### src/hw/rtl/vslc_pkg.sv
// shared types and constants for the video sync level calibrator
package vslc_pkg;

  localparam int unsigned WINDOW_LINES_DEF = 100;

  localparam int unsigned CFG_IDX_W = 2;
  localparam int unsigned CFG_DATA_W = 10;

  localparam logic [CFG_IDX_W-1:0] CFG_LINE_PERIOD = 2'd0;
  localparam logic [CFG_IDX_W-1:0] CFG_LINES_FRAME = 2'd1;
  localparam logic [CFG_IDX_W-1:0] CFG_NTSC_PULSES = 2'd2;
  localparam logic [CFG_IDX_W-1:0] CFG_PAL_PULSES  = 2'd3;

  localparam logic [2:0] PH_DISABLED   = 3'd0;
  localparam logic [2:0] PH_LINE_MIN   = 3'd1;
  localparam logic [2:0] PH_FRAME_MIN  = 3'd2;
  localparam logic [2:0] PH_LINE_MAX   = 3'd3;
  localparam logic [2:0] PH_GENERATING = 3'd4;

  localparam int unsigned IN_DATA_W = 128;
  localparam int unsigned OUT_DATA_W = 144;

  typedef struct packed {
    logic capture;
    logic eval;
    logic div_step;
    logic post;
    logic load_out;
  } ctrl_cmd_t;

  typedef struct packed {
    logic need_div;
    logic div_last;
  } dp_status_t;

endpackage

### src/hw/rtl/vslc_ctrl.sv
// sequencer for one service tick: evaluate, optional rate division, result load
module vslc_ctrl (
  input  logic                  clk,
  input  logic                  rst_n,
  input  logic                  in_tvalid,
  output logic                  in_tready,
  output logic                  out_tvalid,
  input  logic                  out_tready,
  input  vslc_pkg::dp_status_t  status,
  output vslc_pkg::ctrl_cmd_t   cmd
);

  typedef enum logic [2:0] {S_IDLE, S_EVAL, S_DIV, S_POST, S_OUT} state_t;

  state_t state_r;
  logic   out_valid_r;
  logic   out_free;

  assign in_tready  = (state_r == S_IDLE);
  assign out_tvalid = out_valid_r;
  assign out_free   = !out_valid_r || out_tready;

  always_comb begin
    cmd = '0;
    cmd.capture  = (state_r == S_IDLE) && in_tvalid;
    cmd.eval     = (state_r == S_EVAL);
    cmd.div_step = (state_r == S_DIV);
    cmd.post     = (state_r == S_POST);
    cmd.load_out = (state_r == S_OUT) && out_free;
  end

  always_ff @(posedge clk) begin
    if (!rst_n) begin
      state_r     <= S_IDLE;
      out_valid_r <= 1'b0;
    end else begin
      out_valid_r <= cmd.load_out || (out_valid_r && !out_tready);
      unique case (state_r)
        S_IDLE: begin
          if (in_tvalid) state_r <= S_EVAL;
        end
        S_EVAL: begin
          state_r <= status.need_div ? S_DIV : S_OUT;
        end
        S_DIV: begin
          if (status.div_last) state_r <= S_POST;
        end
        S_POST: begin
          state_r <= S_OUT;
        end
        S_OUT: begin
          if (out_free) begin
            state_r <= S_IDLE;
          end
        end
        default: state_r <= S_IDLE;
      endcase
    end
  end

endmodule

### src/hw/rtl/vslc_dp.sv
// calibration state, phase step logic, rate dividers and result register
module vslc_dp #(
  parameter int unsigned WINDOW_LINES = vslc_pkg::WINDOW_LINES_DEF
) (
  input  logic                                clk,
  input  logic                                rst_n,
  input  logic                                cfg_we,
  input  logic [vslc_pkg::CFG_IDX_W-1:0]      cfg_idx,
  input  logic [vslc_pkg::CFG_DATA_W-1:0]     cfg_data,
  input  logic [vslc_pkg::IN_DATA_W-1:0]      in_tdata,
  input  logic                                in_tuser,
  input  vslc_pkg::ctrl_cmd_t                 cmd,
  output vslc_pkg::dp_status_t                status,
  output logic [vslc_pkg::OUT_DATA_W-1:0]     out_tdata
);

  localparam logic [31:0] QUARTER_LINES = 32'(WINDOW_LINES / 4);
  localparam logic [33:0] WINDOW_S = 34'(WINDOW_LINES);

  // configuration
  logic [7:0]  line_period_r;
  logic [9:0]  lines_frame_r;
  logic [6:0]  ntsc_pulses_r;
  logic [6:0]  pal_pulses_r;
  logic [31:0] line_win_r;
  logic [31:0] frame_win_r;

  // captured transaction
  logic [31:0] now_q, lines_q, frames_q, errors_q;
  logic        ntsc_q;

  // state
  logic [2:0]  phase_r;
  logic        entering_r;
  logic [31:0] deadline_r;
  logic [1:0]  fail_r;
  logic [11:0] line_level_r, fmin_r, fmax_r;
  logic [31:0] line_mark_r, calib_start_r, last_check_r, last_err_r, last_frm_r;
  logic        checking_r, camera_r, restart_r;
  logic [11:0] cmp_r, thr_r;
  logic [12:0] src_r;
  logic [31:0] cal_r, eps_r, fps_r;

  // step results
  logic [2:0]  phase_nxt;
  logic        entering_nxt;
  logic [31:0] deadline_nxt;
  logic [1:0]  fail_nxt;
  logic [11:0] line_level_nxt, fmin_nxt, fmax_nxt;
  logic [31:0] line_mark_nxt, calib_start_nxt, last_check_nxt, last_err_nxt, last_frm_nxt;
  logic        checking_nxt, camera_nxt, restart_nxt;
  logic [11:0] cmp_nxt, thr_nxt;
  logic [12:0] src_nxt;
  logic [31:0] cal_nxt;
  logic        need_div;

  // dividers
  logic [31:0] eq_r, er_r, ed_r, fq_r, fr_r, fd_r;
  logic        fneg_r, dzero_r;
  logic [4:0]  div_cnt_r;
  logic [31:0] dt, ep, fp, fp_mag, dt_mag;
  logic [32:0] e_trial, f_trial;

  assign status.need_div = need_div;
  assign status.div_last = (div_cnt_r == 5'd31);

  always_ff @(posedge clk) begin
    if (!rst_n) begin
      line_period_r <= 8'd64;
      lines_frame_r <= 10'd625;
      ntsc_pulses_r <= 7'd12;
      pal_pulses_r  <= 7'd10;
    end else if (cfg_we) begin
      unique case (cfg_idx)
        vslc_pkg::CFG_LINE_PERIOD: line_period_r <= cfg_data[7:0];
        vslc_pkg::CFG_LINES_FRAME: lines_frame_r <= cfg_data[9:0];
        vslc_pkg::CFG_NTSC_PULSES: ntsc_pulses_r <= cfg_data[6:0];
        vslc_pkg::CFG_PAL_PULSES:  pal_pulses_r  <= cfg_data[6:0];
        default: ;
      endcase
    end
  end

  always_ff @(posedge clk) begin
    line_win_r  <= 32'(line_period_r) * 32'(WINDOW_LINES);
    frame_win_r <= 32'(line_period_r) * (32'(lines_frame_r) + 32'd10);
  end

  always_ff @(posedge clk) begin
    if (cmd.capture) begin
      now_q    <= in_tdata[31:0];
      lines_q  <= in_tdata[63:32];
      frames_q <= in_tdata[95:64];
      errors_q <= in_tdata[127:96];
      ntsc_q   <= in_tuser;
    end
  end

  function automatic logic passed(input logic [31:0] now, input logic [31:0] when);
    logic [31:0] d;
    d = now - when;
    passed = !d[31] && (d != 32'd0);
  endfunction

  assign dt     = now_q - last_check_r;
  assign ep     = 32'((errors_q - last_err_r) * 32'd1000000);
  assign fp     = 32'((frames_q - last_frm_r) * 32'd1000000);
  assign fp_mag = fp[31] ? (32'd0 - fp) : fp;
  assign dt_mag = dt[31] ? (32'd0 - dt) : dt;

  // one tick of the phase machine, apart from the rate check
  always_comb begin
    logic [31:0] dl;
    logic [33:0] seen_s, lim_s;
    logic        fin;
    logic [12:0] twice;
    logic [28:0] prod;
    logic [11:0] thr;
    phase_nxt       = phase_r;
    entering_nxt    = entering_r;
    deadline_nxt    = deadline_r;
    fail_nxt        = fail_r;
    line_level_nxt  = line_level_r;
    fmin_nxt        = fmin_r;
    fmax_nxt        = fmax_r;
    line_mark_nxt   = line_mark_r;
    calib_start_nxt = calib_start_r;
    last_check_nxt  = last_check_r;
    last_err_nxt    = last_err_r;
    last_frm_nxt    = last_frm_r;
    checking_nxt    = checking_r;
    camera_nxt      = camera_r;
    restart_nxt     = 1'b0;
    cmp_nxt         = cmp_r;
    thr_nxt         = thr_r;
    src_nxt         = src_r;
    cal_nxt         = cal_r;
    need_div        = 1'b0;
    dl              = deadline_r;
    seen_s          = '0;
    lim_s           = '0;
    fin             = 1'b0;
    twice           = '0;
    prod            = '0;
    thr             = '0;
    unique case (phase_r)
      vslc_pkg::PH_DISABLED: begin
        if (entering_r) begin
          entering_nxt = 1'b0;
          dl = now_q + 32'd250000;
          fail_nxt = fail_r + 2'd1;
        end
        deadline_nxt = dl;
        if (entering_r && (fail_nxt > 2'd1)) begin
          restart_nxt  = 1'b1;
          camera_nxt   = !camera_r;
          fail_nxt     = 2'd0;
          phase_nxt    = vslc_pkg::PH_LINE_MIN;
          entering_nxt = 1'b1;
        end else if (passed(now_q, dl)) begin
          phase_nxt    = vslc_pkg::PH_LINE_MIN;
          entering_nxt = 1'b1;
        end
      end
      vslc_pkg::PH_LINE_MIN: begin
        if (entering_r) begin
          entering_nxt    = 1'b0;
          calib_start_nxt = now_q;
          cal_nxt         = 32'd0;
          line_level_nxt  = 12'd0;
          fmin_nxt        = 12'd0;
          fmax_nxt        = 12'd0;
          line_mark_nxt   = lines_q;
          cmp_nxt         = 12'd0;
          dl = now_q + line_win_r;
        end
        deadline_nxt = dl;
        if (passed(now_q, dl)) begin
          if ((lines_q - line_mark_nxt) >= QUARTER_LINES) begin
            phase_nxt    = vslc_pkg::PH_FRAME_MIN;
            entering_nxt = 1'b1;
          end else if (line_level_nxt < 12'd2000) begin
            line_level_nxt = line_level_nxt + 12'd5;
            cmp_nxt        = line_level_nxt;
            deadline_nxt   = now_q + line_win_r;
            line_mark_nxt  = lines_q;
          end else begin
            phase_nxt    = vslc_pkg::PH_DISABLED;
            entering_nxt = 1'b1;
          end
        end
      end
      vslc_pkg::PH_FRAME_MIN: begin
        if (entering_r) begin
          entering_nxt = 1'b0;
          fmin_nxt     = line_level_r;
          dl = now_q + frame_win_r;
        end
        deadline_nxt = dl;
        if (passed(now_q, dl)) begin
          if (frames_q == 32'd0) begin
            if ((fmin_nxt < 12'd3000) && ((fmin_nxt - line_level_r) < 12'd300)) begin
              fmin_nxt     = fmin_nxt + 12'd5;
              cmp_nxt      = fmin_nxt;
              deadline_nxt = now_q + frame_win_r;
            end else begin
              phase_nxt    = vslc_pkg::PH_DISABLED;
              entering_nxt = 1'b1;
            end
          end else begin
            phase_nxt    = vslc_pkg::PH_LINE_MAX;
            entering_nxt = 1'b1;
          end
        end
      end
      vslc_pkg::PH_LINE_MAX: begin
        if (entering_r) begin
          entering_nxt  = 1'b0;
          fmax_nxt      = fmin_r + 12'd5;
          cmp_nxt       = fmax_nxt;
          dl = now_q + line_win_r;
          line_mark_nxt = lines_q;
        end
        deadline_nxt = dl;
        if (passed(now_q, dl)) begin
          seen_s = {{2{1'b0}}, lines_q - line_mark_nxt};
          seen_s = {{2{seen_s[31]}}, seen_s[31:0]};
          lim_s  = WINDOW_S - 34'(ntsc_q ? ntsc_pulses_r : pal_pulses_r);
          if ($signed(seen_s) > $signed(lim_s)) begin
            if ((fmin_r < 12'd3000) && ((fmax_nxt - fmin_r) < 12'd400)) begin
              fmax_nxt      = fmax_nxt + 12'd10;
              cmp_nxt       = fmax_nxt;
              line_mark_nxt = lines_q;
              deadline_nxt  = now_q + line_win_r;
            end else begin
              fin = 1'b1;
            end
          end else begin
            fmax_nxt = fmax_nxt - 12'd5;
            fin = 1'b1;
          end
          if (fin) begin
            twice        = {fmax_nxt - fmin_r, 1'b0};
            prod         = 29'(twice) * 29'd13108;
            thr          = fmin_r + 12'(prod[28:16]);
            thr_nxt      = thr;
            cmp_nxt      = thr;
            src_nxt      = 13'(thr) + 13'd1700;
            cal_nxt      = now_q - calib_start_r;
            phase_nxt    = vslc_pkg::PH_GENERATING;
            entering_nxt = 1'b1;
          end
        end
      end
      vslc_pkg::PH_GENERATING: begin
        if (entering_r) begin
          entering_nxt   = 1'b0;
          last_check_nxt = now_q;
          last_err_nxt   = errors_q;
          last_frm_nxt   = frames_q;
          checking_nxt   = 1'b0;
          fail_nxt       = 2'd0;
          dl = now_q + frame_win_r;
        end
        deadline_nxt = dl;
        if (passed(now_q, dl)) begin
          if (checking_nxt) begin
            need_div = 1'b1;
          end else begin
            checking_nxt   = 1'b1;
            last_check_nxt = now_q;
            last_err_nxt   = errors_q;
            last_frm_nxt   = frames_q;
            deadline_nxt   = now_q + 32'd1000000;
          end
        end
      end
      default: begin
        phase_nxt    = vslc_pkg::PH_LINE_MIN;
        entering_nxt = 1'b1;
      end
    endcase
  end

  assign e_trial = {er_r, eq_r[31]};
  assign f_trial = {fr_r, fq_r[31]};

  always_ff @(posedge clk) begin
    if (cmd.eval && need_div) begin
      eq_r      <= ep;
      er_r      <= 32'd0;
      ed_r      <= dt;
      fq_r      <= fp_mag;
      fr_r      <= 32'd0;
      fd_r      <= dt_mag;
      fneg_r    <= fp[31] ^ dt[31];
      dzero_r   <= (dt == 32'd0);
      div_cnt_r <= 5'd0;
    end else if (cmd.div_step) begin
      div_cnt_r <= div_cnt_r + 5'd1;
      if (e_trial >= {1'b0, ed_r}) begin
        er_r <= 32'(e_trial - {1'b0, ed_r});
        eq_r <= {eq_r[30:0], 1'b1};
      end else begin
        er_r <= e_trial[31:0];
        eq_r <= {eq_r[30:0], 1'b0};
      end
      if (f_trial >= {1'b0, fd_r}) begin
        fr_r <= 32'(f_trial - {1'b0, fd_r});
        fq_r <= {fq_r[30:0], 1'b1};
      end else begin
        fr_r <= f_trial[31:0];
        fq_r <= {fq_r[30:0], 1'b0};
      end
    end
  end

  always_ff @(posedge clk) begin
    logic [31:0] eps_v, fps_v;
    eps_v = dzero_r ? 32'hFFFF_FFFF : eq_r;
    fps_v = dzero_r ? 32'hFFFF_FFFF : (fneg_r ? (32'd0 - fq_r) : fq_r);
    if (!rst_n) begin
      phase_r       <= vslc_pkg::PH_LINE_MIN;
      entering_r    <= 1'b1;
      deadline_r    <= '0;
      fail_r        <= '0;
      line_level_r  <= '0;
      fmin_r        <= '0;
      fmax_r        <= '0;
      line_mark_r   <= '0;
      calib_start_r <= '0;
      last_check_r  <= '0;
      last_err_r    <= '0;
      last_frm_r    <= '0;
      checking_r    <= 1'b0;
      camera_r      <= 1'b0;
      restart_r     <= 1'b0;
      cmp_r         <= '0;
      thr_r         <= '0;
      src_r         <= '0;
      cal_r         <= '0;
      eps_r         <= '0;
      fps_r         <= '0;
    end else if (cmd.eval) begin
      entering_r    <= entering_nxt;
      deadline_r    <= deadline_nxt;
      fail_r        <= fail_nxt;
      line_level_r  <= line_level_nxt;
      fmin_r        <= fmin_nxt;
      fmax_r        <= fmax_nxt;
      line_mark_r   <= line_mark_nxt;
      calib_start_r <= calib_start_nxt;
      last_check_r  <= last_check_nxt;
      last_err_r    <= last_err_nxt;
      last_frm_r    <= last_frm_nxt;
      checking_r    <= checking_nxt;
      camera_r      <= camera_nxt;
      restart_r     <= restart_nxt;
      cmp_r         <= cmp_nxt;
      thr_r         <= thr_nxt;
      src_r         <= src_nxt;
      cal_r         <= cal_nxt;
      phase_r       <= phase_nxt;
    end else if (cmd.post) begin
      eps_r <= eps_v;
      fps_r <= fps_v;
      if ((eps_v > 32'd1000) || (fps_v == 32'd0)) begin
        restart_r  <= 1'b1;
        camera_r   <= !camera_r;
        phase_r    <= vslc_pkg::PH_LINE_MIN;
        entering_r <= 1'b1;
      end else begin
        last_check_r <= now_q;
        last_err_r   <= errors_q;
        last_frm_r   <= frames_q;
        deadline_r   <= now_q + 32'd1000000;
      end
    end
  end

  always_ff @(posedge clk) begin
    if (cmd.load_out) begin
      out_tdata <= {6'd0, fps_r, eps_r, cal_r, restart_r, camera_r,
                    thr_r, src_r, cmp_r, phase_r};
    end
  end

endmodule

### src/hw/rtl/video_sync_level_calibrator_core.sv
// top level of the video sync level calibrator
// One service tick is one input transaction and gives one result transaction. A tick runs
// capture, phase step and result load in that order; a tick in the generating phase whose
// once-per-second rate check falls due also runs the two 32-step radix-2 dividers that
// work out the error and frame rates side by side, and then the rate check, before its
// result load. The next tick is accepted once the current one is loaded into the result
// register, even while that result still waits to be taken. The line window is
// line_period_us times WINDOW_LINES and the frame window line_period_us times
// (lines_per_frame + 10), both in microseconds.
module video_sync_level_calibrator_core #(
  parameter int unsigned WINDOW_LINES = vslc_pkg::WINDOW_LINES_DEF
) (
  input  logic                                clk,
  input  logic                                rst_n,
  input  logic                                cfg_we,
  input  logic [vslc_pkg::CFG_IDX_W-1:0]      cfg_idx,
  input  logic [vslc_pkg::CFG_DATA_W-1:0]     cfg_data,
  input  logic                                in_tvalid,
  output logic                                in_tready,
  // now_us, line_total, frame_total, error_total
  input  logic [vslc_pkg::IN_DATA_W-1:0]      in_tdata,
  // is_ntsc
  input  logic                                in_tuser,
  output logic                                out_tvalid,
  input  logic                                out_tready,
  // phase, comparator_mv, source_mv, threshold_mv, camera_present, restart_pulse,
  // calib_time_us, errors_per_second, frames_per_second, zero fill
  output logic [vslc_pkg::OUT_DATA_W-1:0]     out_tdata
);

  vslc_pkg::ctrl_cmd_t  cmd;
  vslc_pkg::dp_status_t status;

  vslc_ctrl u_ctrl (
    .clk        (clk),
    .rst_n      (rst_n),
    .in_tvalid  (in_tvalid),
    .in_tready  (in_tready),
    .out_tvalid (out_tvalid),
    .out_tready (out_tready),
    .status     (status),
    .cmd        (cmd)
  );

  vslc_dp #(
    .WINDOW_LINES (WINDOW_LINES)
  ) u_dp (
    .clk       (clk),
    .rst_n     (rst_n),
    .cfg_we    (cfg_we),
    .cfg_idx   (cfg_idx),
    .cfg_data  (cfg_data),
    .in_tdata  (in_tdata),
    .in_tuser  (in_tuser),
    .cmd       (cmd),
    .status    (status),
    .out_tdata (out_tdata)
  );

endmodule

### config.mk
export PLATFORM = sky130hd
export DESIGN_NAME = video_sync_level_calibrator_core
export DESIGN_NICKNAME = d
export VERILOG_FILES = /design/src/hw/rtl/vslc_pkg.sv /design/src/hw/rtl/vslc_ctrl.sv /design/src/hw/rtl/vslc_dp.sv /design/src/hw/rtl/video_sync_level_calibrator_core.sv
export SDC_FILE = /design/constraint.sdc
export NUM_CORES = 2
export LEC_CHECK = 0
export BUFFER_PORTS_ARGS = -buffer_cell sky130_fd_sc_hd__buf_2
export CORE_MARGIN = 2
export CORE_UTILIZATION = 40
export DETAILED_ROUTE_END_ITERATION = 8
export HOLD_SLACK_MARGIN = 0.05
export PLACE_DENSITY_LB_ADDON = 0.2
export SYNTH_ARGS = -nofsm -noshare
export SYNTH_HDL_FRONTEND = slang
export SYNTH_SLANG_ARGS = --single-unit
export TNS_END_PERCENT = 10
### constraint.sdc
create_clock -name clk -period 14.1 [get_ports clk]
set_input_delay 1.41 -clock clk [delete_from_list [all_inputs] [get_ports clk]]
set_output_delay 1.41 -clock clk [all_outputs]
set_load 0.02 [all_outputs]
==> reports/qor.yml <==
synth:
  async_flop_share_pct: 0
  synth_area_leaders: "edfxtp_1, dfxtp_1, ha_1"
  yosys.area.top_type: "edfxtp_1"
  ys_seq_area_share_pct: 28.8
  synth_enable_flop_cells: 382
  synth_warnings: 0
  synth_ff_type: "dfxtp_1"
  syn_area_mm2: 0.0747
  synth.distinct_cells: 101
  ys_ff_latch: 883
  syn_avg_cell_area_um2: 8.40
  yosysTopAreaCellShare_pct: 15.3
  syn-instance-count: 8896
setup_path:
  cp.required_ps: 14800
  slowest_delay_ps: 560
  arrival_ps: 14000
  path_class: "reg2reg"
  r2r-end: "u_dp.cmp_r[10]$_SDFFE_PN0P_"
  cpMostUsedCell: "a21o_1"
  cp_max_fo: 6
  r2r-start: "u_dp.entering_r$_SDFFE_PN1P_"
  r2r_slack_ps: 800
  crit_slowest_cell: "fa_1"
  cp-start-kind: "flip-flop"
  ff2ff_path_depth: 63
  end_kind: "flip-flop"
timing:
  fin_worst_skew_ps: 48.7
  setup_viol: 0
  min_period_ps: 13300
  min_period_over_period_pct: 94.3
  tightest_slew_ps: 1340
  grt_setup_unrepaired: "true"
  slew_headroom_pct: 10.5
  worst_hold_slack_ps: 427
  fmax_mhz: 75.2
  timing.final.hold_violations: 0
  setup_tns_ps: 0
  slew_violations: 0
floorplanning:
  ios: 292
  die_h_um: 436
  die_area_mm2: 0.190
  start_util_pct: 40.3
  row_count: 158
  fp.coreArea_mm2: 0.186
  fp.dieW_um: 436
cells_and_area:
  fill_cells: 18300
  final_common_cell: "inv_1"
  syn2layout_area_growth_pct: 10.3
  nets: 10100
  fin_area_mm2: 0.0825
  mostFrequentLayoutCells: "inv_1, nor2_1, nand2_1"
  drive_gt1_share_pct: 8.06
  largest_register_ffs: 136
  regMostFlops: "u_dp.out_tdata"
clocking:
  root_buffer: "clkbuf_16"
  postCtsHoldBufs: 0
  clkLatencyLatePin_ps: 780
  cts-buffers-inserted: 103
  clkSinkCount: 883
  clk_pin_slew_ps: 60
  cts_max_path_buffers: 3
  htreeDepth: 3
  cts_tree: "yes"
grt:
  grt-ovfl-total: 0
  gr-usage-all-layers_pct: 25.0
  grt_pass1_vias: 64200
  antenna_found_initial: 8
  grt_pass1_wl_mm: 376
  grt_start_max_net_pins: 117
placement:
  dpl.hpwl_mm: 182
  port_buffers: 279
  placed_cell_area_mm2: 0.0788
  place_congestion: 0.938
min_path:
  hold_start: "u_dp.cal_r[4]$_SDFFE_PN0P_"
  holdPathEnd: "u_dp.out_tdata[46]$_DFFE_PP_"
  hp-class: "reg2reg"
  hold-path-cell-count: 0
route:
  remaining_drc_errors: 0
  drtIter0Drc: 5240
  viasPerCell: 5.72
  drt-met1-wl_mm: 102
  routedWlPerCell_um: 21.2
  dr.pass1.iters: 8
  routed-wl-met2_mm: 115
  top_layer_used: "met5"
  routed_wl_mm: 245
  vias: 66200
  ant_nets: 0
  wl_met3_mm: 15.5
run:
  maxCapViolCount: 0
status:
  status: "completed"
## worst max-delay path by stage
| stage | endpoint | slack (ps) | depth (start not counted) | from |
|---|---|---|---|---|
| after floorplan | u_dp.cmp_r[10]$_SDFFE_PN0P_ | 9 | 72 | u_dp.entering_r$_SDFFE_PN1P_ |
| after global placement | u_dp.cmp_r[10]$_SDFFE_PN0P_ | 250 | 63 | u_dp.entering_r$_SDFFE_PN1P_ |
| after global routing | u_dp.cmp_r[11]$_SDFFE_PN0P_ | -110 | 65 | u_dp.entering_r$_SDFFE_PN1P_ |
| after detailed placement | u_dp.cmp_r[10]$_SDFFE_PN0P_ | 100 | 60 | u_dp.entering_r$_SDFFE_PN1P_ |
| final | u_dp.cmp_r[10]$_SDFFE_PN0P_ | 800 | 63 | u_dp.entering_r$_SDFFE_PN1P_ |
| after CTS | u_dp.cmp_r[10]$_SDFFE_PN0P_ | 30 | 63 | u_dp.entering_r$_SDFFE_PN1P_ |
## worst max-delay path: cells and delay by family, from the launching register on
family,cells,cell delay (ps)
AO/OA/AOI/OAI,32,6220
adder cells (fa/ha/maj),10,3480
AND/OR/NAND/NOR,11,1650
multiplexers,2,520
XOR/XNOR,3,480
buffers and inverters,5,450
flip-flops,1,410
## Yosys cell counts, types with 87 or more instances
cell	count
o31ai_1	111
mux2i_1	133
inv_1	805
a21oi_1	618
xor2_1	248
a211oi_1	87
a21o_1	181
nor2_1	801
fa_1	238
nor3_1	228
nand3_1	234
a22oi_1	115
clkbuf_1	340
o21ai_0	562
dfxtp_1	501
edfxtp_1	382
nor2b_1	100
xnor2_1	323
ha_1	715
nand2_1	777
## area by class of cell
cell class | count | area (um^2) | area share (%)
repair buffers | 414 | 2450 | 2.98
well taps | 2480 | 3100 | 3.76
multi-input cells | 6793 | 48800 | 59.2
diodes | 1 | 2.50 | 0.00303
flip-flops and latches | 883 | 21500 | 26.1
clock buffers | 121 | 2730 | 3.31
inverters | 807 | 3040 | 3.68
clock inverters | 75 | 803 | 0.974
## stage by stage
step	setup WS [ps]	instances	utilization (%)
2_1_floorplan	8.71	8901	-
3_3_place_gp	250	11400	42.4
5_1_grt	-114	11600	44.4
4_1_cts	25.6	11600	44.3
3_5_place_dp	99.4	11400	42.4
6_report	801	11600	44.4
## layer usage
metal / global-route usage, % / vias up
met5: 0 / -
met4: 11.9 / 6
met3: 3.65 / 497
met2: 41.9 / 2124
met1: 31.4 / 31800
li1: - / 31800
## cells by family after synthesis
family	count (synthesis)	share of synthesized area (%)
AO/OA/AOI/OAI	2415	21.0
XOR/XNOR	574	6.78
adder cells (fa/ha/maj)	953	18.3
buffers and inverters	1225	6.26
flip-flops	883	28.8
multiplexers	152	2.07
other	1	0.00502
AND/OR/NAND/NOR	2693	16.8
## timing repair
action / in CTS / in global routing
resized for setup: 0 / 16
hold endpoints to repair: 0 / 0
setup endpoints to repair: 0 / 17
setup buffers: 0 / 7
Power is left out: the tool's default activity adds up to more than one toggle a clock period on the data nets, which glitch-free logic cannot reach.
